`config.mk`:
```
export PLATFORM = sky130hd
export DESIGN_NAME = nmea_gga_sentence_parser
export DESIGN_NICKNAME = d
export VERILOG_FILES = /design/src/rtl/core/ngga_pkg.sv /design/src/rtl/core/nmea_gga_sentence_parser.sv /design/src/rtl/core/ngga_front.sv /design/src/rtl/core/ngga_back.sv
export VERILOG_INCLUDE_DIRS = /design/src /design/src/rtl/core
export SDC_FILE = /design/constraint.sdc
export NUM_CORES = 1
export LEC_CHECK = 0
export ABC_CLOCK_PERIOD_IN_PS = 15600
export BUFFER_PORTS_ARGS = -buffer_cell sky130_fd_sc_hd__buf_2
export CORE_ASPECT_RATIO = 0.7
export CORE_MARGIN = 3
export CORE_UTILIZATION = 40
export CTS_CLUSTER_SIZE = 20
export DETAILED_ROUTE_END_ITERATION = 6
export PLACE_DENSITY = 0.63
export SYNTH_ARGS = -nofsm -noshare
export SYNTH_HDL_FRONTEND = slang
export SYNTH_HIERARCHICAL = 1
export SYNTH_SLANG_ARGS = --single-unit
export TNS_END_PERCENT = 1
```
`constraint.sdc`:
```
create_clock -name clk -period 15.6 [get_ports clk]
set_clock_uncertainty 0.1 [all_clocks]
set_input_delay 3.12 -clock clk [delete_from_list [all_inputs] [get_ports clk]]
set_output_delay 3.12 -clock clk [all_outputs]
set_load 0.05 [all_outputs]
```
`src/rtl/core/nmea_gga_sentence_parser_defines.svh`:
```
// assertion macros shared by the gga parser rtl
`ifndef NMEA_GGA_SENTENCE_PARSER_DEFINES_SVH
`define NMEA_GGA_SENTENCE_PARSER_DEFINES_SVH

// same-cycle implication, checked outside reset
`define NGGA_ASSERT_IMPLY(label, clk, rst_n, ante, cons, msg) \
  label: assert property (@(posedge clk) disable iff (!rst_n) (ante) |-> (cons)) \
    else $error(msg);

// next-cycle implication, checked outside reset
`define NGGA_ASSERT_NEXT(label, clk, rst_n, ante, cons, msg) \
  label: assert property (@(posedge clk) disable iff (!rst_n) (ante) |=> (cons)) \
    else $error(msg);

`endif

```
`src/rtl/core/ngga_pkg.sv`:
```
// types and constants of the gga sentence parser
package ngga_pkg;

  localparam logic [7:0] CH_NUL   = 8'h00;
  localparam logic [7:0] CH_CR    = 8'h0D;
  localparam logic [7:0] CH_DOLLAR = 8'h24;
  localparam logic [7:0] CH_STAR  = 8'h2A;
  localparam logic [7:0] CH_COMMA = 8'h2C;
  localparam logic [7:0] CH_DOT   = 8'h2E;
  localparam logic [7:0] CH_ZERO  = 8'h30;
  localparam logic [7:0] CH_NINE  = 8'h39;
  localparam logic [7:0] CH_UP_A  = 8'h41;
  localparam logic [7:0] CH_UP_F  = 8'h46;
  localparam logic [7:0] CH_LO_A  = 8'h61;
  localparam logic [7:0] CH_LO_F  = 8'h66;
  localparam logic [7:0] CH_G     = 8'h47;
  localparam logic [7:0] CH_A     = 8'h41;
  localparam logic [7:0] CH_N     = 8'h4E;
  localparam logic [7:0] CH_S     = 8'h53;
  localparam logic [7:0] CH_E     = 8'h45;
  localparam logic [7:0] CH_W     = 8'h57;

  localparam logic [4:0] HOUR_OFFSET_RESET = 5'd16;
  localparam int unsigned TIME_DIGITS = 6;

  // comma-counted field numbers
  localparam logic [3:0] FLD_TIME = 4'd1;
  localparam logic [3:0] FLD_LAT  = 4'd2;
  localparam logic [3:0] FLD_NS   = 4'd3;
  localparam logic [3:0] FLD_LON  = 4'd4;
  localparam logic [3:0] FLD_EW   = 4'd5;
  localparam logic [3:0] FLD_SATS = 4'd7;
  localparam logic [3:0] FLD_MAX  = 4'd15;

  // sentence character positions
  localparam logic [2:0] POS_TYPE0 = 3'd3;
  localparam logic [2:0] POS_TYPE1 = 3'd4;
  localparam logic [2:0] POS_TYPE2 = 3'd5;
  localparam logic [2:0] POS_MIN_LEN = 3'd6;
  localparam logic [2:0] POS_MAX  = 3'd7;

  localparam int unsigned QUEUE_DEPTH = 4;
  localparam int unsigned QPTR_W = $clog2(QUEUE_DEPTH);
  localparam int unsigned QCNT_W = $clog2(QUEUE_DEPTH + 1);

  typedef enum logic [2:0] {
    CLS_DIGIT,
    CLS_HEX_LETTER,
    CLS_DOLLAR,
    CLS_CR,
    CLS_COMMA,
    CLS_STAR,
    CLS_DOT,
    CLS_OTHER
  } ngga_cls_t;

  typedef struct packed {
    logic [7:0] raw;
    ngga_cls_t  cls;
    logic [3:0] nib;
  } ngga_item_t;

  typedef struct packed {
    logic              head_valid;
    logic [QCNT_W-1:0] count;
  } ngga_qstat_t;

endpackage

```
`src/rtl/core/nmea_gga_sentence_parser.sv`:
```
// top level of the gga sentence parser
//
//  channel  direction  handshake           payload
//  in       input      in_valid/in_stall   in_rx_byte
//  out      output     out_valid/out_stall out_local_hours .. out_format_error
//  cfg      input      cfg_valid/cfg_ready cfg_hour_offset
//
// one byte per cycle while in_stall is low; a byte taken at one edge is parsed in the
// next cycle when the queue is empty and no result is held by out_stall, and a result is
// registered at the end of the cycle that parses its carriage return
// a result held by out_stall stops the parser; the four-word queue then fills
// and raises in_stall
// synchronous active-low reset clears the queue, sentence flag and result
// valid, and sets the hour offset to 16; cfg writes are always taken
`include "nmea_gga_sentence_parser_defines.svh"

module nmea_gga_sentence_parser
  import ngga_pkg::*;
#(
  parameter int unsigned LAT_DIGITS = 8,
  parameter int unsigned LON_DIGITS = 9
) (
  input  logic                    clk,
  input  logic                    rst_n,
  input  logic                    in_valid,
  output logic                    in_stall,
  input  logic [7:0]              in_rx_byte,
  output logic                    out_valid,
  input  logic                    out_stall,
  output logic [4:0]              out_local_hours,
  output logic [6:0]              out_minutes,
  output logic [6:0]              out_seconds,
  output logic [4*LAT_DIGITS-1:0] out_latitude_bcd,
  output logic                    out_latitude_south,
  output logic [4*LON_DIGITS-1:0] out_longitude_bcd,
  output logic                    out_longitude_west,
  output logic [6:0]              out_satellites_used,
  output logic [7:0]              out_sent_checksum,
  output logic                    out_format_error,
  input  logic                    cfg_valid,
  output logic                    cfg_ready,
  input  logic [4:0]              cfg_hour_offset
);

  ngga_item_t  q_head;
  ngga_qstat_t q_stat;
  logic        q_pop;
  logic        push;
  logic        dec_ok;

  assign cfg_ready = 1'b1;

  ngga_front u_front (
    .clk       (clk),
    .rst_n     (rst_n),
    .in_valid  (in_valid),
    .in_stall  (in_stall),
    .in_rx_byte(in_rx_byte),
    .q_pop     (q_pop),
    .q_head    (q_head),
    .q_stat    (q_stat)
  );

  ngga_back #(
    .LAT_DIGITS(LAT_DIGITS),
    .LON_DIGITS(LON_DIGITS)
  ) u_back (
    .clk                (clk),
    .rst_n              (rst_n),
    .q_head             (q_head),
    .q_stat             (q_stat),
    .q_pop              (q_pop),
    .cfg_valid          (cfg_valid && cfg_ready),
    .cfg_hour_offset    (cfg_hour_offset),
    .out_valid          (out_valid),
    .out_stall          (out_stall),
    .out_local_hours    (out_local_hours),
    .out_minutes        (out_minutes),
    .out_seconds        (out_seconds),
    .out_latitude_bcd   (out_latitude_bcd),
    .out_latitude_south (out_latitude_south),
    .out_longitude_bcd  (out_longitude_bcd),
    .out_longitude_west (out_longitude_west),
    .out_satellites_used(out_satellites_used),
    .out_sent_checksum  (out_sent_checksum),
    .out_format_error   (out_format_error)
  );

  assign push   = in_valid && !in_stall && (in_rx_byte != CH_NUL);
  assign dec_ok = (out_minutes < 7'd100) && (out_seconds < 7'd100) &&
                  (out_satellites_used < 7'd100);

  `NGGA_ASSERT_IMPLY(a_hours_range, clk, rst_n, out_valid, out_local_hours < 5'd24, "bad hours")
  `NGGA_ASSERT_IMPLY(a_decimal_range, clk, rst_n, out_valid, dec_ok, "bad decimal field")
  `NGGA_ASSERT_IMPLY(a_pop_has_word, clk, rst_n, q_pop, q_stat.head_valid, "empty pop")
  `NGGA_ASSERT_NEXT(a_push_lands, clk, rst_n, push && !q_pop, q_stat.count != '0, "push lost")

endmodule

```
`src/rtl/core/ngga_front.sv`:
```
// byte classifier and word queue feeding the sentence parser
module ngga_front
  import ngga_pkg::*;
(
  input  logic        clk,
  input  logic        rst_n,
  input  logic        in_valid,
  output logic        in_stall,
  input  logic [7:0]  in_rx_byte,
  input  logic        q_pop,
  output ngga_item_t  q_head,
  output ngga_qstat_t q_stat
);

  ngga_item_t        item;
  ngga_item_t        store_r [QUEUE_DEPTH];
  logic [QPTR_W-1:0] wr_ptr_r, wr_ptr_nxt;
  logic [QPTR_W-1:0] rd_ptr_r, rd_ptr_nxt;
  logic [QCNT_W-1:0] count_r, count_nxt;
  logic              push;

  always_comb begin
    item.raw = in_rx_byte;
    item.nib = in_rx_byte[3:0];
    if (in_rx_byte inside {[CH_ZERO:CH_NINE]}) begin
      item.cls = CLS_DIGIT;
    end else if (in_rx_byte inside {[CH_UP_A:CH_UP_F], [CH_LO_A:CH_LO_F]}) begin
      item.cls = CLS_HEX_LETTER;
      item.nib = in_rx_byte[3:0] + 4'd9;
    end else if (in_rx_byte == CH_DOLLAR) begin
      item.cls = CLS_DOLLAR;
    end else if (in_rx_byte == CH_CR) begin
      item.cls = CLS_CR;
    end else if (in_rx_byte == CH_COMMA) begin
      item.cls = CLS_COMMA;
    end else if (in_rx_byte == CH_STAR) begin
      item.cls = CLS_STAR;
    end else if (in_rx_byte == CH_DOT) begin
      item.cls = CLS_DOT;
    end else begin
      item.cls = CLS_OTHER;
    end
  end

  assign in_stall = (count_r == QCNT_W'(QUEUE_DEPTH));
  // null bytes are taken and dropped here
  assign push = in_valid && !in_stall && (in_rx_byte != CH_NUL);

  always_comb begin
    wr_ptr_nxt = push ? wr_ptr_r + 1'b1 : wr_ptr_r;
    rd_ptr_nxt = q_pop ? rd_ptr_r + 1'b1 : rd_ptr_r;
    count_nxt  = count_r + QCNT_W'(push) - QCNT_W'(q_pop);
  end

  always_ff @(posedge clk) begin
    if (!rst_n) begin
      wr_ptr_r <= '0;
      rd_ptr_r <= '0;
      count_r  <= '0;
    end else begin
      wr_ptr_r <= wr_ptr_nxt;
      rd_ptr_r <= rd_ptr_nxt;
      count_r  <= count_nxt;
    end
  end

  always_ff @(posedge clk) begin
    if (push) begin
      store_r[wr_ptr_r] <= item;
    end
  end

  assign q_head            = store_r[rd_ptr_r];
  assign q_stat.head_valid = (count_r != '0);
  assign q_stat.count      = count_r;

endmodule

```
`src/rtl/core/ngga_back.sv`:
```
// sentence tracker, field capture and result register
module ngga_back
  import ngga_pkg::*;
#(
  parameter int unsigned LAT_DIGITS = 8,
  parameter int unsigned LON_DIGITS = 9
) (
  input  logic                    clk,
  input  logic                    rst_n,
  input  ngga_item_t              q_head,
  input  ngga_qstat_t             q_stat,
  output logic                    q_pop,
  input  logic                    cfg_valid,
  input  logic [4:0]              cfg_hour_offset,
  output logic                    out_valid,
  input  logic                    out_stall,
  output logic [4:0]              out_local_hours,
  output logic [6:0]              out_minutes,
  output logic [6:0]              out_seconds,
  output logic [4*LAT_DIGITS-1:0] out_latitude_bcd,
  output logic                    out_latitude_south,
  output logic [4*LON_DIGITS-1:0] out_longitude_bcd,
  output logic                    out_longitude_west,
  output logic [6:0]              out_satellites_used,
  output logic [7:0]              out_sent_checksum,
  output logic                    out_format_error
);

  localparam int unsigned LAT_W  = 4 * LAT_DIGITS;
  localparam int unsigned LON_W  = 4 * LON_DIGITS;
  localparam int unsigned TIME_W = 4 * TIME_DIGITS;

  logic [4:0]        offset_r;
  logic              in_sent_r, in_sent_nxt;
  logic [2:0]        pos_r, pos_nxt;
  logic              type_r, type_nxt;
  logic [3:0]        fld_r, fld_nxt;
  logic [3:0]        cnt_r, cnt_nxt;
  logic [TIME_W-1:0] time_r, time_nxt;
  logic [LAT_W-1:0]  lat_r, lat_nxt;
  logic [LON_W-1:0]  lon_r, lon_nxt;
  logic              south_r, south_nxt;
  logic              west_r, west_nxt;
  logic [6:0]        sats_r, sats_nxt;
  logic              star_r, star_nxt;
  logic [7:0]        cks_r, cks_nxt;
  logic              err_r, err_nxt;
  logic              out_valid_r, out_valid_nxt;
  logic              emit;
  logic              is_digit, is_hex;
  logic [6:0]        hrs, mins, secs;
  logic [7:0]        hour_sum;

  function automatic logic [4:0] mod24(input logic [7:0] s);
    logic [7:0] r;
    if (s >= 8'd120) begin
      r = s - 8'd120;
    end else if (s >= 8'd96) begin
      r = s - 8'd96;
    end else if (s >= 8'd72) begin
      r = s - 8'd72;
    end else if (s >= 8'd48) begin
      r = s - 8'd48;
    end else if (s >= 8'd24) begin
      r = s - 8'd24;
    end else begin
      r = s;
    end
    return r[4:0];
  endfunction

  // take a word only when the result slot is free or being emptied
  assign q_pop    = q_stat.head_valid && (!out_valid_r || !out_stall);
  assign is_digit = (q_head.cls == CLS_DIGIT);
  assign is_hex   = is_digit || (q_head.cls == CLS_HEX_LETTER);

  always_comb begin
    in_sent_nxt = in_sent_r;
    pos_nxt     = pos_r;
    type_nxt    = type_r;
    fld_nxt     = fld_r;
    cnt_nxt     = cnt_r;
    time_nxt    = time_r;
    lat_nxt     = lat_r;
    lon_nxt     = lon_r;
    south_nxt   = south_r;
    west_nxt    = west_r;
    sats_nxt    = sats_r;
    star_nxt    = star_r;
    cks_nxt     = cks_r;
    err_nxt     = err_r;
    emit        = 1'b0;
    if (q_pop) begin
      if (!in_sent_r) begin
        if (q_head.cls == CLS_DOLLAR) begin
          in_sent_nxt = 1'b1;
          pos_nxt     = 3'd1;
          type_nxt    = 1'b1;
          fld_nxt     = '0;
          cnt_nxt     = '0;
          time_nxt    = '0;
          lat_nxt     = '0;
          lon_nxt     = '0;
          south_nxt   = 1'b0;
          west_nxt    = 1'b0;
          sats_nxt    = '0;
          star_nxt    = 1'b0;
          cks_nxt     = '0;
          err_nxt     = 1'b0;
        end
      end else if (q_head.cls == CLS_CR) begin
        in_sent_nxt = 1'b0;
        emit        = type_r && (pos_r >= POS_MIN_LEN);
      end else begin
        // sentence type check on the three letters after the talker id
        if ((pos_r == POS_TYPE0) || (pos_r == POS_TYPE1)) begin
          if (q_head.raw != CH_G) begin
            type_nxt = 1'b0;
          end
        end else if (pos_r == POS_TYPE2) begin
          if (q_head.raw != CH_A) begin
            type_nxt = 1'b0;
          end
        end
        if (pos_r < POS_MAX) begin
          pos_nxt = pos_r + 3'd1;
        end

        if (star_r) begin
          if (!is_hex) begin
            err_nxt = 1'b1;
          end else if (cnt_r < 4'd2) begin
            cks_nxt = {cks_r[3:0], q_head.nib};
            cnt_nxt = cnt_r + 4'd1;
          end
        end else if (q_head.cls == CLS_COMMA) begin
          if (fld_r < FLD_MAX) begin
            fld_nxt = fld_r + 4'd1;
          end
          cnt_nxt = '0;
        end else if (q_head.cls == CLS_STAR) begin
          star_nxt = 1'b1;
          cnt_nxt  = '0;
        end else begin
          case (fld_r)
            FLD_TIME: begin
              if (is_digit) begin
                for (int i = 0; i < TIME_DIGITS; i++) begin
                  if (cnt_r == 4'(i)) begin
                    time_nxt[4*(TIME_DIGITS-1-i) +: 4] = q_head.nib;
                  end
                end
                if (cnt_r < 4'(TIME_DIGITS)) begin
                  cnt_nxt = cnt_r + 4'd1;
                end
              end else if (q_head.cls != CLS_DOT) begin
                err_nxt = 1'b1;
              end
            end
            FLD_LAT: begin
              if (is_digit) begin
                for (int i = 0; i < LAT_DIGITS; i++) begin
                  if (cnt_r == 4'(i)) begin
                    lat_nxt[4*(LAT_DIGITS-1-i) +: 4] = q_head.nib;
                  end
                end
                if (cnt_r < 4'(LAT_DIGITS)) begin
                  cnt_nxt = cnt_r + 4'd1;
                end
              end else if (q_head.cls != CLS_DOT) begin
                err_nxt = 1'b1;
              end
            end
            FLD_NS: begin
              if (q_head.raw == CH_S) begin
                south_nxt = 1'b1;
              end else if (q_head.raw != CH_N) begin
                err_nxt = 1'b1;
              end
            end
            FLD_LON: begin
              if (is_digit) begin
                for (int i = 0; i < LON_DIGITS; i++) begin
                  if (cnt_r == 4'(i)) begin
                    lon_nxt[4*(LON_DIGITS-1-i) +: 4] = q_head.nib;
                  end
                end
                if (cnt_r < 4'(LON_DIGITS)) begin
                  cnt_nxt = cnt_r + 4'd1;
                end
              end else if (q_head.cls != CLS_DOT) begin
                err_nxt = 1'b1;
              end
            end
            FLD_EW: begin
              if (q_head.raw == CH_W) begin
                west_nxt = 1'b1;
              end else if (q_head.raw != CH_E) begin
                err_nxt = 1'b1;
              end
            end
            FLD_SATS: begin
              if (is_digit) begin
                if (cnt_r < 4'd2) begin
                  sats_nxt = (sats_r << 3) + (sats_r << 1) + 7'(q_head.nib);
                  cnt_nxt  = cnt_r + 4'd1;
                end
              end else begin
                err_nxt = 1'b1;
              end
            end
            default: begin
            end
          endcase
        end
      end
    end
  end

  // time digits are decimal, so each pair stays below 100
  always_comb begin
    hrs      = 7'(time_r[23:20]) * 7'd10 + 7'(time_r[19:16]);
    mins     = 7'(time_r[15:12]) * 7'd10 + 7'(time_r[11:8]);
    secs     = 7'(time_r[7:4]) * 7'd10 + 7'(time_r[3:0]);
    hour_sum = 8'(hrs) + 8'(offset_r);
  end

  always_comb begin
    if (emit) begin
      out_valid_nxt = 1'b1;
    end else if (!out_stall) begin
      out_valid_nxt = 1'b0;
    end else begin
      out_valid_nxt = out_valid_r;
    end
  end

  always_ff @(posedge clk) begin
    if (!rst_n) begin
      offset_r    <= HOUR_OFFSET_RESET;
      in_sent_r   <= 1'b0;
      out_valid_r <= 1'b0;
    end else begin
      if (cfg_valid) begin
        offset_r <= cfg_hour_offset;
      end
      in_sent_r   <= in_sent_nxt;
      out_valid_r <= out_valid_nxt;
    end
  end

  // capture state is cleared when a sentence opens
  always_ff @(posedge clk) begin
    pos_r   <= pos_nxt;
    type_r  <= type_nxt;
    fld_r   <= fld_nxt;
    cnt_r   <= cnt_nxt;
    time_r  <= time_nxt;
    lat_r   <= lat_nxt;
    lon_r   <= lon_nxt;
    south_r <= south_nxt;
    west_r  <= west_nxt;
    sats_r  <= sats_nxt;
    star_r  <= star_nxt;
    cks_r   <= cks_nxt;
    err_r   <= err_nxt;
  end

  always_ff @(posedge clk) begin
    if (emit) begin
      out_local_hours     <= mod24(hour_sum);
      out_minutes         <= mins;
      out_seconds         <= secs;
      out_latitude_bcd    <= lat_r;
      out_latitude_south  <= south_r;
      out_longitude_bcd   <= lon_r;
      out_longitude_west  <= west_r;
      out_satellites_used <= sats_r;
      out_sent_checksum   <= cks_r;
      out_format_error    <= err_r;
    end
  end

  assign out_valid = out_valid_r;

endmodule
```
-- Word level (Yosys, flattened, before mapping)
Memories as Yosys holds them, arrays and structs flattened. A register that Yosys moved wholly into a read port is not among the register bits.
Index checks and enable logic that the tools add are counted.
- register bits after elaboration: 242
- bits in writable memories: 60
- word-level logic and storage cells: 370
- memories kept: 1
- memories (name ; words ; width ; read ports ; clocked after Yosys merged registers in ; write ports ; RTL line ; source):
    u_front.store_r ; 4 ; 15 ; 1 ; 1 ; 1 ; ngga_front.sv:16 ; ngga_item_t store_r [QUEUE_DEPTH];
- add/sub/neg operators: 19
- $mul: 3
- magnitude comparators: 18
- equality and inequality tests: 87
- muxes and demuxes: 140
- reduce and logical (&&, ||, !) cells: 53
- operator list (kind ; number):
    36-bit two-way mux ; 8
    32-bit two-way mux ; 8
    9-bit AND reduction ; 24
    24-bit two-way mux ; 8
    4-bit two-way mux ; 31
    7-bit two-way mux ; 9
    2-bit inequality test (second input constant) ; 28
    1-bit two-way mux ; 51
    8-bit two-way mux ; 6
    6-bit inequality test (second input constant) ; 8
    8-bit by 7-bit greater-or-equal comparator with 1-bit output (second input constant) ; 5
    8-bit by 6-bit == test with 1-bit output (second input constant) ; 4
    8-bit by 7-bit inequality test with 1-bit output (second input constant) ; 4
    7-bit by 4-bit adder with 7-bit output ; 4
    4-bit by 3-bit == test with 1-bit output (second input constant) ; 7
    4-bit inequality test (second input constant) ; 7
    3-bit two-way mux ; 9
    5-bit two-way mux ; 5
    3-bit inequality test (second input constant) ; 8
    4-bit by 3-bit multiplier with 6-bit output (second input constant) ; 3
    6-bit AND reduction ; 3
    4-bit by 2-bit == test with 1-bit output (second input constant) ; 4
    8-bit by 7-bit == test with 1-bit output (second input constant) ; 2
    8-bit by 6-bit greater-or-equal comparator with 1-bit output (second input constant) ; 2
    44 further kinds ; 72

-- Logic depth before layout (Yosys ltp)
Gate-level depths: netlist (run 1).
- word-level depth: 10
- mapped depth: 15

-- By module
Netlist (run 1), hierarchy kept.
- by module, submodules not included (module ; instances ; cells each ; area each (um2)):
    ngga_back ; 1 ; 601 ; 9581.7
    ngga_front ; 1 ; 161 ; 2929.1
    nmea_gga_sentence_parser ; 1 ; 2 ; 11.3

-- Worst setup path after synthesis (run 1)
Ideal clock, no wire load.
- kind: in2reg
- start point: input port out_stall
- end point: register u_back.out_format_error, enable pin
- library setup time: 0.830 ns
- arrival time: 13.440 ns
- setup slack: 1.230 ns
- cell stages on the path: 3
- cell sequence: nand2_1 > nand2_1 > nor4_1
- cells in the longest elaborated chain, start to end: 4
- ends and longest elaborated chain (item ; RTL line ; source):
    from (decl) ; nmea_gga_sentence_parser.sv:29 ; input logic out_stall,
    1-bit zero test ; ngga_back.sv:73 ; assign q_pop = q_stat.head_valid && (!out_valid_r || !out_stall);
    1-bit logical OR ; ngga_back.sv:73 ;
    1-bit logical AND ; ngga_back.sv:73 ;
    1-bit two-way mux ; ngga_back.sv:93 ; if (q_pop) begin
    named net u_back.emit ; ngga_back.sv:49 ; logic emit;
    to (signal assigned) ; ngga_back.sv:280 ; out_format_error <= err_r;
    to (decl) ; ngga_back.sv:26 ; output logic out_format_error
The timed path passes the listed nets, and every way through them passes these cells.
A chain may end at the register's enable or synchronous reset.

-- Worst setup path after layout (run 1)
- start point: input port in_rx_byte[0]
- end point: register u_front.count_r[2]
- cells in the longest elaborated chain, start to end: 4
- ends and longest elaborated chain (item ; RTL line ; source):
    from (decl) ; nmea_gga_sentence_parser.sv:27 ; input logic [7:0] in_rx_byte,
    8-bit nonzero test ; ngga_front.sv:47 ; assign push = in_valid && !in_stall && (in_rx_byte != CH_NUL);
    1-bit logical AND ; ngga_front.sv:47 ;
    3-bit by 1-bit adder with 3-bit output ; ngga_front.sv:52 ; count_nxt = count_r + QCNT_W'(push) - QCNT_W'(q_pop);
    3-bit by 1-bit subtractor with 3-bit output ; ngga_front.sv:52 ;
    to (signal assigned) ; ngga_front.sv:63 ; count_r <= count_nxt;
    to (decl) ; ngga_front.sv:19 ; logic [QCNT_W-1:0] count_r, count_nxt;
No other way between the ends.

==> results of run 1 <==
==> critical path: stages <==
cell and delay [ps]:
buf_2 190, inv_1 90, ha_1 270, nor4b_1 180, a211oi_2 470, inv_1 90, ha_1 280, inv_1 60
ha_1 130, inv_1 40, fa_1 370, xnor2_1 150, xnor2_1 120, and2_1 160
==> cell usage in the layout (no fill, tap or decap), drive strengths merged, types with 3 or more instances in the layout <==
master / instances
o211ai: 3
a31oi: 5
a21oi: 38
and3b: 3
mux2i: 7
a41oi: 3
nor2b: 18
nand2b: 4
a21o: 10
o21ai: 14
edfxtp: 288
nor3: 9
and2: 23
nor2: 50
nand3: 6
clkinv: 12
or2: 3
xnor2: 30
inv: 41
dfxtp: 16
or3: 4
nand2: 33
o21bai: 3
mux4: 15
fa: 10
xor2: 6
buf: 129
ha: 57
o21a: 3
clkbuf: 39
nor3b: 4
==> layout make-up <==
type | count | share of cell area (%)
flip-flops and latches | 304 | 61.9
multi-input cells | 400 | 22.9
clock buffers | 39 | 5.27
repair buffers | 129 | 4.55
well taps | 412 | 3.56
inverters | 39 | 1.01
clock inverters | 15 | 0.769
==> per-stage QoR <==
stage | setup slack, ps | util, % | cells | instance area [um2] | hold slack [ps]
3_5_place_dp | 9660 | 44.7 | 1284 | 13600 | 305
3_3_place_gp | 9680 | 44.7 | 1284 | 13600 | 302
4_1_cts | 10230 | 47.6 | 1338 | 14500 | 315
2_1_floorplan | 1230 | - | 764 | 12500 | 300
6_report | 10240 | 47.6 | 1338 | 14500 | 307
5_1_grt | 9990 | 47.6 | 1338 | 14500 | 321
==> power groups by stage <==
stage / registers (mW) / logic (mW) / clock network, mW
after global placement: 1.02 / 0.312 / 0
after detailed placement: 1.02 / 0.317 / 0
after global routing: 1.01 / 0.358 / 0.705
final: 1.00 / 0.316 / 0.656
after floorplan: 0.997 / 0.253 / 0
after CTS: 1.00 / 0.319 / 0.673
==> path summary, 6_finish.rpt <==
kind	startpoint	end	slack (ps)	depth (start not counted)
hold / removal	u_back/lon_r[1]$_SDFFCE_PN0P_	u_back/out_longitude_bcd[1]$_DFFE_PP_	310	0
setup / recovery	in_rx_byte[0]	u_front/count_r[2]$_SDFF_PN0_	10240	14
setup reg to reg	flop	u_back/cks_r[3]$_SDFFCE_PN0P_	11880	5
hold reg to reg	u_back/lon_r[1]$_SDFFCE_PN0P_	u_back/out_longitude_bcd[1]$_DFFE_PP_	310	0
==> sequential cells by signal, indices dropped and copies added (netlist names), 2 cells and up, named ones only <==
name                        flops
u_front/count_r                 3
u_back/out_satellites_used      7
u_front/wr_ptr_r                2
u_back/pos_r                    3
u_back/out_latitude_bcd        32
u_back/time_r                  24
u_back/out_seconds              7
u_back/sats_r                   7
u_back/out_minutes              7
u_back/out_sent_checksum        8
u_back/offset_r                 5
u_back/cks_r                    8
u_front/store_r                60
u_back/lat_r                   32
u_back/cnt_r                    4
u_back/fld_r                    4
u_back/out_longitude_bcd       36
u_back/out_local_hours          5
u_front/rd_ptr_r                2
u_back/lon_r                   36
==> cells by family (layout without fill, tap and decap cells) <==
group,after synthesis,in the layout,share of synthesized area (%)
flip-flops,304,304,71.6
AND/OR/NAND/NOR,171,171,7.20
AO/OA/AOI/OAI,101,101,5.46
adder cells (fa/ha/maj),67,67,7.29
buffers and inverters,60,222,1.96
XOR/XNOR,37,37,3.06
multiplexers,23,23,3.38
other,1,1,0.0299
==> routing by layer <==
metal / GRT usage, % / vias to the layer above / part of all wire [%]
li1: - / 3135 / -
met1: 21.5 / 3259 / 49
met2: 21.9 / 120 / 45
met3: 2.67 / 28 / 4.4
met4: 3.13 / 0 / 1.7
met5: 0 / - / 0
==> results.yml, run 1 <==
global_route:
  grt.total_usage_pct: 14.3
  overflow: 0
  grt_pass1_wl_um: 37400
  grt_max_degree: 63
  antenna_found_initial: 1
  grt_pass1_vias: 6555
synth:
  ys_dominant_reg_cell: "edfxtp_1"
  synthCells: 764
  synthesis.nets: 849
  ys_ff_latch: 304
  syn_area_mm2: 0.0125
  yosys-top-cells-count: "edfxtp_1 (288), ha_1 (57), nor2_1 (50)"
  synth_cell_type_count: 75
  yosys.area.top_type: "edfxtp_1"
  post-synth-top-count-cell: "edfxtp_1"
  yosys_warnings: 6
  synth-seq-area-share_pct: 71.6
  synthArstFlopShare_pct: 0
  syn_avg_cell_area_um2: 16.4
  synth_area_leaders: "edfxtp_1 (69%), ha_1 (5.7%), mux4_2 (2.7%), dfxtp_1 (2.6%), xnor2_1 (1.9%)"
  yosysTopAreaCellShare_pct: 69.1
  synth_edf_count: 288
run_status:
  outcome: "finished, final reports clean"
critical_path:
  critPathMaxFanout: 10
  worst-setup-path-type: "in -> reg"
  end_kind: "flop"
  critPathArrivalTime_ps: 5710
  start_kind: "input pin"
  critPathRequiredTime_ps: 15940
sta:
  max-slew-margin-rel_pct: 19.9
  tns_ps: 0
  finalSetupViolCount: 0
  finalMaxSlewViolations: 0
  period_share_pct: 34.4
  rsz0062_at_grt: "no"
  fin_crit_ps: 5360
  hold_viol: 0
  fmax_mhz: 186
  worst_slew_pin_slew_ps: 1200
clocking:
  cts_sinks: 304
  cts-buffers-inserted: 29
  clock_latency_ps: 550
  clockBufferDepth: 3
  path_clk_slew_ps: 70
  cts_hold_buf: 0
  root_buffer: "clkbuf_16"
  post_cts_resized: 0
  cts_setup_buffers: 0
  cts_tree: "done"
  h-tree-depth: 1
drt:
  via_count: 6542
  wl_per_cell_um: 18.1
  dr.first_iter.drc_count: 555
  avgViaCountPerCell: 4.89
  drc: 0
  postRouteAntennaNets: 0
  drt-total-wl_um: 24200
  dr.pass1.iters: 5
place:
  portBuffers: 124
  gp_congestion: 0.786
  post-dp-hpwl_um: 16000
power:
  switching_share_pct: 26.3
  power.switching_uw: 520
  p_total_mw: 1.97
  irDropWorstVdd_uv: 83.3
  p_int_mw: 1.45
  p_per_area_mw_per_mm2: 136
  combPwrFrac_pct: 16.0
  p_clk_share_pct: 33.2
  p_seq_share_pct: 50.7
  leakagePower_nw: 5.41
cells_and_area:
  multiInputGateArea_mm2: 0.00331
  drive_gt1_share_pct: 22.8
  seq_area_mm2: 0.00897
  nFillCells: 2605
  diodes: 0
  nNetsFinal: 988
  syn2layout_area_growth_pct: 15.6
die:
  core_area_mm2: 0.0304
  rows: 53
  dieArea_mm2: 0.0335
  die_w_um: 217
  die_h_um: 154
  ios: 126
  start_util_pct: 41.1
job:
  maxCapViolations: 0
hold_path:
  worstHoldPathType: "reg -> reg"
Power figures use the tool's default switching activity.
==> inputs of run 2 (changes only) <==
Settings changed: ABC_CLOCK_PERIOD_IN_PS 15600 to 4700, PLACE_DENSITY 0.63 to 0.65.
Clock period 15.6 ns to 4.7 ns, I/O delays scaled along.
==> run 2 against run 1 <==
Effect of this change:
- via count increased by 0.93%
- cell count unchanged
- die area unchanged
- total power increased to 3.4 times the previous value
- count of clock-buffer cells in the layout decreased by 4
- sequential share of layout area decreased by 0.46 points
- register-to-register slack got worse by 11000 ps
- flip-flop and latch count unchanged
- critical path type is now reg -> reg
- critical endpoint is now u_back/out_local_hours[4]$_DFFE_PP_
- largest power group unchanged
- highest routed layer unchanged
==> results.yml, run 2 (synthesis gave the netlist of run 1 again) <==
cells_and_area:
  diodes: 0
  regMostFlops: "u_front/store_r"
  layout.cells.non_filler: 1338
  largest_reg_flops: 60
  design_area_mm2: 0.0146
  drive_gt1_share_pct: 23.3
  reg_top3: "u_front/store_r x60, u_back/lon_r x36, u_back/out_longitude_bcd x36"
  nNetsFinal: 988
  utilization_pct: 47.9
  final_cell_mix: "edfxtp_1 (288), buf_2 (124), ha_1 (57)"
  final_common_cell: "edfxtp_1"
  syn2layout_area_growth_pct: 16.5
die:
  core_area_mm2: 0.0304
  rows: 53
  start_util_pct: 41.1
  dieArea_mm2: 0.0335
  ios: 126
  die_h_um: 154
  die_w_um: 217
place:
  dp.cells: 1284
  post-dp-hpwl_um: 16100
  gp_congestion: 0.795
  portBuffers: 124
  placed_area_mm2: 0.0136
clocking:
  h-tree-depth: 1
  post_cts_resized: 0
  cts_hold_buf: 0
  path_clk_slew_ps: 60
  cts_sinks: 304
  cts-buffers-inserted: 29
  cts_tree: "done"
  clock_latency_ps: 560
  root_buffer: "clkbuf_16"
  clockBufferDepth: 3
  cts_setup_buffers: 0
critical_path:
  crit_chain: "ha_1, inv_1, fa_1, inv_1, ha_1, a21o_2, a21oi_1, xnor2_1, inv_1, ha_1, nand3_1, a31oi_1, a21oi_1, a311o_1"
  crit_path_top_delay_cell: "fa_1"
  cp_top_family: "compound AO/OA/AOI/OAI gates"
  end_kind: "flop"
  crit_buf_inv: 3
  worst-setup-path-type: "reg -> reg"
  critPathMaxStageDelay_ps: 470
  critPathMaxFanout: 7
  rrSetupSlack_ps: 1100
  critPathRequiredTime_ps: 4900
  setup.worst_path.start: "u_back/time_r[20]$_SDFFCE_PN0P_"
  reg2reg_from: "u_back/time_r[20]$_SDFFCE_PN0P_"
  worst_r2r_path_depth: 14
  rr_endpoint: "u_back/out_local_hours[4]$_DFFE_PP_"
  start_kind: "flop"
  critPathArrivalTime_ps: 3800
power:
  irDropWorstVdd_uv: 277
  p_total_mw: 6.71
  leakagePower_nw: 5.45
  p_per_area_mw_per_mm2: 460
drt:
  avgViaCountPerCell: 4.93
  drt-total-wl_um: 24200
  dr.first_iter.drc_count: 539
  via_count: 6603
  drc: 0
  dr.pass1.iters: 7
  wl_per_cell_um: 18.1
  postRouteAntennaNets: 0
global_route:
  overflow: 0
  grt_pass1_vias: 6510
  grt_pass1_wl_um: 37800
  antenna_found_initial: 0
  grt_max_degree: 104
  grt.total_usage_pct: 14.5
run_status:
  outcome: "finished, final reports clean"
hold_path:
  worstHoldPathType: "reg -> reg"
  min_from: "u_back/lon_r[12]$_SDFFCE_PN0P_"
  hold_path_depth: 0
  hold_end: "u_back/out_longitude_bcd[12]$_DFFE_PP_"
sta:
  tns_ps: 0
  max-slew-margin-rel_pct: 17.5
  worst_slew_pin_slew_ps: 1240
  rsz0062_at_grt: "no"
  finalMaxSlewViolations: 0
  fmax_mhz: 278
  finalSetupViolCount: 0
  fin_crit_ps: 3600
  period_share_pct: 76.6
  hold_viol: 0
job:
  maxCapViolations: 0
==> run 2: changes by cell type in the layout (fill, tap and decap cells not counted), moves of 2 or more <==
cell        before  now
bufinv_16        1    4
clkinvlp_4       0    3
clkbuf_1        10    6
clkinv_2         5    3
==> run 2: final cells by class <==
cell class	count	area [um2]
flip-flops and latches	304	8970
well taps	412	515
inverters	39	146
fillers	2561	15900
clock buffers	35	748
clock inverters	19	206
multi-input cells	400	3330
repair buffers	129	671
==> run 2: power by group <==
group          internal (mW)  leakage, nW  total (mW)  switching, mW
registers               3.19         2.87        3.33          0.131
logic                  0.431         2.12        1.06          0.629
clock network           1.36        0.456        2.33          0.972
total                   4.98         5.45        6.71           1.73
==> run 2: worst max-delay path by stage <==
stage                                                     end  slack [ps]  cells after the start
after floorplan             u_back/out_format_error$_DFFE_PP_        -630                      5
after global placement          u_front/count_r[2]$_SDFF_PN0_        1000                     14
after detailed placement        u_front/count_r[2]$_SDFF_PN0_         940                     14
after CTS                 u_back/out_local_hours[3]$_DFFE_PP_        1100                     15
after global routing      u_back/out_local_hours[4]$_DFFE_PP_         880                     14
final                     u_back/out_local_hours[4]$_DFFE_PP_        1100                     14
==> run 2: through the flow <==
step | hold slack (ps) | worst slack, ps
floorplan | 300 | -625
global placement | 301 | 1000
detailed placement | 305 | 936
CTS | 317 | 1100
global route | 323 | 877
finish | 317 | 1100
==> run 2: layer usage <==
layer | global-route usage [%] | routed length, um | part of all wire (%) | vias to the layer above
met3 | 2.79 | 1240 | 5.1 | 42
met4 | 4.31 | 614 | 2.5 | 0
met5 | 0 | 0 | 0 | -
met2 | 21.8 | 10700 | 44 | 169
met1 | 21.6 | 11600 | 48 | 3260
li1 | - | - | - | 3132
==> inputs of run 3 (changes only) <==
Settings changed: ABC_CLOCK_PERIOD_IN_PS 4700 to 3400, PLACE_DENSITY 0.65 to 0.63.
Clock period 4.7 ns to 3.4 ns, I/O delays scaled along.
==> run 3 against run 2 <==
Effect of this change:
- sequential power is 37% higher
- first-iteration DRC count decreased by 8.2%
- worst hold slack lost 31 ps
- setup slack got worse by 990 ps
- non-clock buffer count increased by 24
- flip-flop and latch count stayed put
- combinational power grew 56%
- count of clock-buffer cells in the layout fell by 3
- cell count increased by 1.6%
==> results.yml, run 3 (synthesis gave the netlist of run 1 again) <==
clocking:
  h-tree-depth: 1
  cts_tree: "done"
  path_clk_slew_ps: 60
  clock_latency_ps: 560
  cts_hold_buf: 0
  cts_sinks: 304
  cts-buffers-inserted: 29
  clockBufferDepth: 3
  root_buffer: "clkbuf_16"
job:
  maxCapViolations: 0
sta:
  worst_slew_pin_slew_ps: 846
  finalMaxSlewViolations: 0
  hold_ws_ps: 286
  period_share_pct: 96.8
  hold_viol: 0
  fmax_mhz: 304
  finalSetupViolCount: 0
  max-slew-margin-rel_pct: 43.6
  fin_crit_ps: 3290
  rsz0062_at_grt: "yes"
hold_path:
  worstHoldPathType: "in -> reg"
die:
  ios: 126
  core_area_mm2: 0.0304
  dieArea_mm2: 0.0335
  rows: 53
  die_h_um: 154
  die_w_um: 217
  start_util_pct: 41.1
place:
  gp_congestion: 0.741
  portBuffers: 124
  placed_area_mm2: 0.0138
  post-dp-hpwl_um: 16300
  dp.cells: 1305
power:
  p_clk_share_pct: 34.1
  power.switching_mw: 2.46
  switching_share_pct: 26.1
  p_int_mw: 6.97
  leakagePower_nw: 5.61
  irDropWorstVdd_uv: 354
  p_seq_share_pct: 48.3
  p_per_area_mw_per_mm2: 632
  combPwrFrac_pct: 17.5
global_route:
  antenna_found_initial: 0
  grt_pass1_wl_um: 37800
  overflow: 0
  grt_pass1_vias: 6615
  grt.total_usage_pct: 14.5
  grt_max_degree: 61
drt:
  dr.pass1.iters: 5
  avgViaCountPerCell: 4.92
  via_count: 6695
  drt-total-wl_um: 24600
  dr.first_iter.drc_count: 495
  postRouteAntennaNets: 0
  drc: 0
  wl_per_cell_um: 18.1
critical_path:
  critPathMaxFanout: 7
  end_kind: "flop"
  worst-setup-path-type: "reg -> reg"
  critPathArrivalTime_ps: 3480
  start_kind: "flop"
  critPathRequiredTime_ps: 3590
cells_and_area:
  final_common_cell: "edfxtp_1"
  layout.cells.non_filler: 1360
  reg_top3: "u_front/store_r x60, u_back/lon_r x36, u_back/out_longitude_bcd x36"
  nNetsFinal: 1012
  syn2layout_area_growth_pct: 19.1
  diodes: 0
  drive_gt1_share_pct: 26.6
  design_area_mm2: 0.0149
  nFillCells: 2626
  regMostFlops: "u_front/store_r"
  largest_reg_flops: 60
  final_cell_mix: "edfxtp_1 (288), buf_2 (124), ha_1 (54)"
run_status:
  outcome: "finished, final reports clean"
## run 3: cell count changes in the layout (fill, tap and decap cells not counted), sizes merged
| cell | previous run | this run |
|---|---|---|
| clkbuf | 35 | 32 |
| buf | 129 | 153 |
| clkinvlp | 3 | 2 |
| clkinv | 10 | 12 |
## run 3: final timing paths
check                                                      from                                   to  slack [ps]  depth (start not counted)
worst max-delay path            u_back/time_r[21]$_SDFFCE_PN0P_  u_back/out_local_hours[4]$_DFFE_PP_         110                         11
worst min-delay path                         cfg_hour_offset[4]      u_back/offset_r[4]$_SDFFE_PN1P_         290                          3
worst max register to register  u_back/time_r[21]$_SDFFCE_PN0P_  u_back/out_local_hours[4]$_DFFE_PP_         110                         11
worst min register to register       u_back/err_r$_SDFFCE_PN0P_    u_back/out_format_error$_DFFE_PP_         320                          0
## run 3: area by class of cell
cell class              instances  area, um2  area share (%)
repair buffers                153        876            5.87
well taps                     412        515            3.46
clock inverters                20        205            1.38
inverters                      39        146           0.982
clock buffers                  32        737            4.94
multi-input cells             400       3460            23.2
flip-flops and latches        304       8970            60.2
## run 3: per-stage QoR
stage / TNS (ps) / utilization, % / setup slack, ps / power (mW)
2_1_floorplan: -203850 / - / -1930 / 5.78
3_3_place_gp: 0 / 45.4 / 77.0 / 6.20
3_5_place_dp: 0 / 45.4 / 4.68 / 6.23
4_1_cts: 0 / 48.5 / 19.0 / 9.48
5_1_grt: -16.3 / 49.0 / -11.1 / 9.88
6_report: 0 / 49.0 / 110 / 9.43
## run 3: repair_timing
item | 4_1_cts | 5_1_grt
gates cloned | 0 | 0
setup endpoints to repair | 1 | 2
setup buffers | 0 | 3
resized for setup | 1 | 18
pin swaps | 0 | 6
## run 3: per-layer routing
layer / global-route usage, % / vias to the layer above / routed length (um)
met5: 0 / - / 0
met4: 3.32 / 0 / 485
met3: 2.75 / 39 / 1150
met2: 22.7 / 149 / 11100
met1: 21.4 / 3316 / 11900
li1: - / 3191 / -
## run 3: power groups by stage
stage / clock network (mW) / registers [mW] / logic (mW)
after global routing: 3.46 / 4.59 / 1.83
after floorplan: 0 / 4.58 / 1.20
after global placement: 0 / 4.63 / 1.57
after detailed placement: 0 / 4.64 / 1.60
after CTS: 3.32 / 4.56 / 1.61
final: 3.22 / 4.56 / 1.65
## run 3: worst max-delay path, stage by stage (launching register included)
cell	delay (ps)
edfxtp_1	440
ha_1	320
ha_1	370
xnor2_2	220
ha_1	270
a21o_1	160
a31o_2	220
o2111ai_2	110
xnor2_4	190
and3_2	220
o21ai_1	70
a311o_1	350
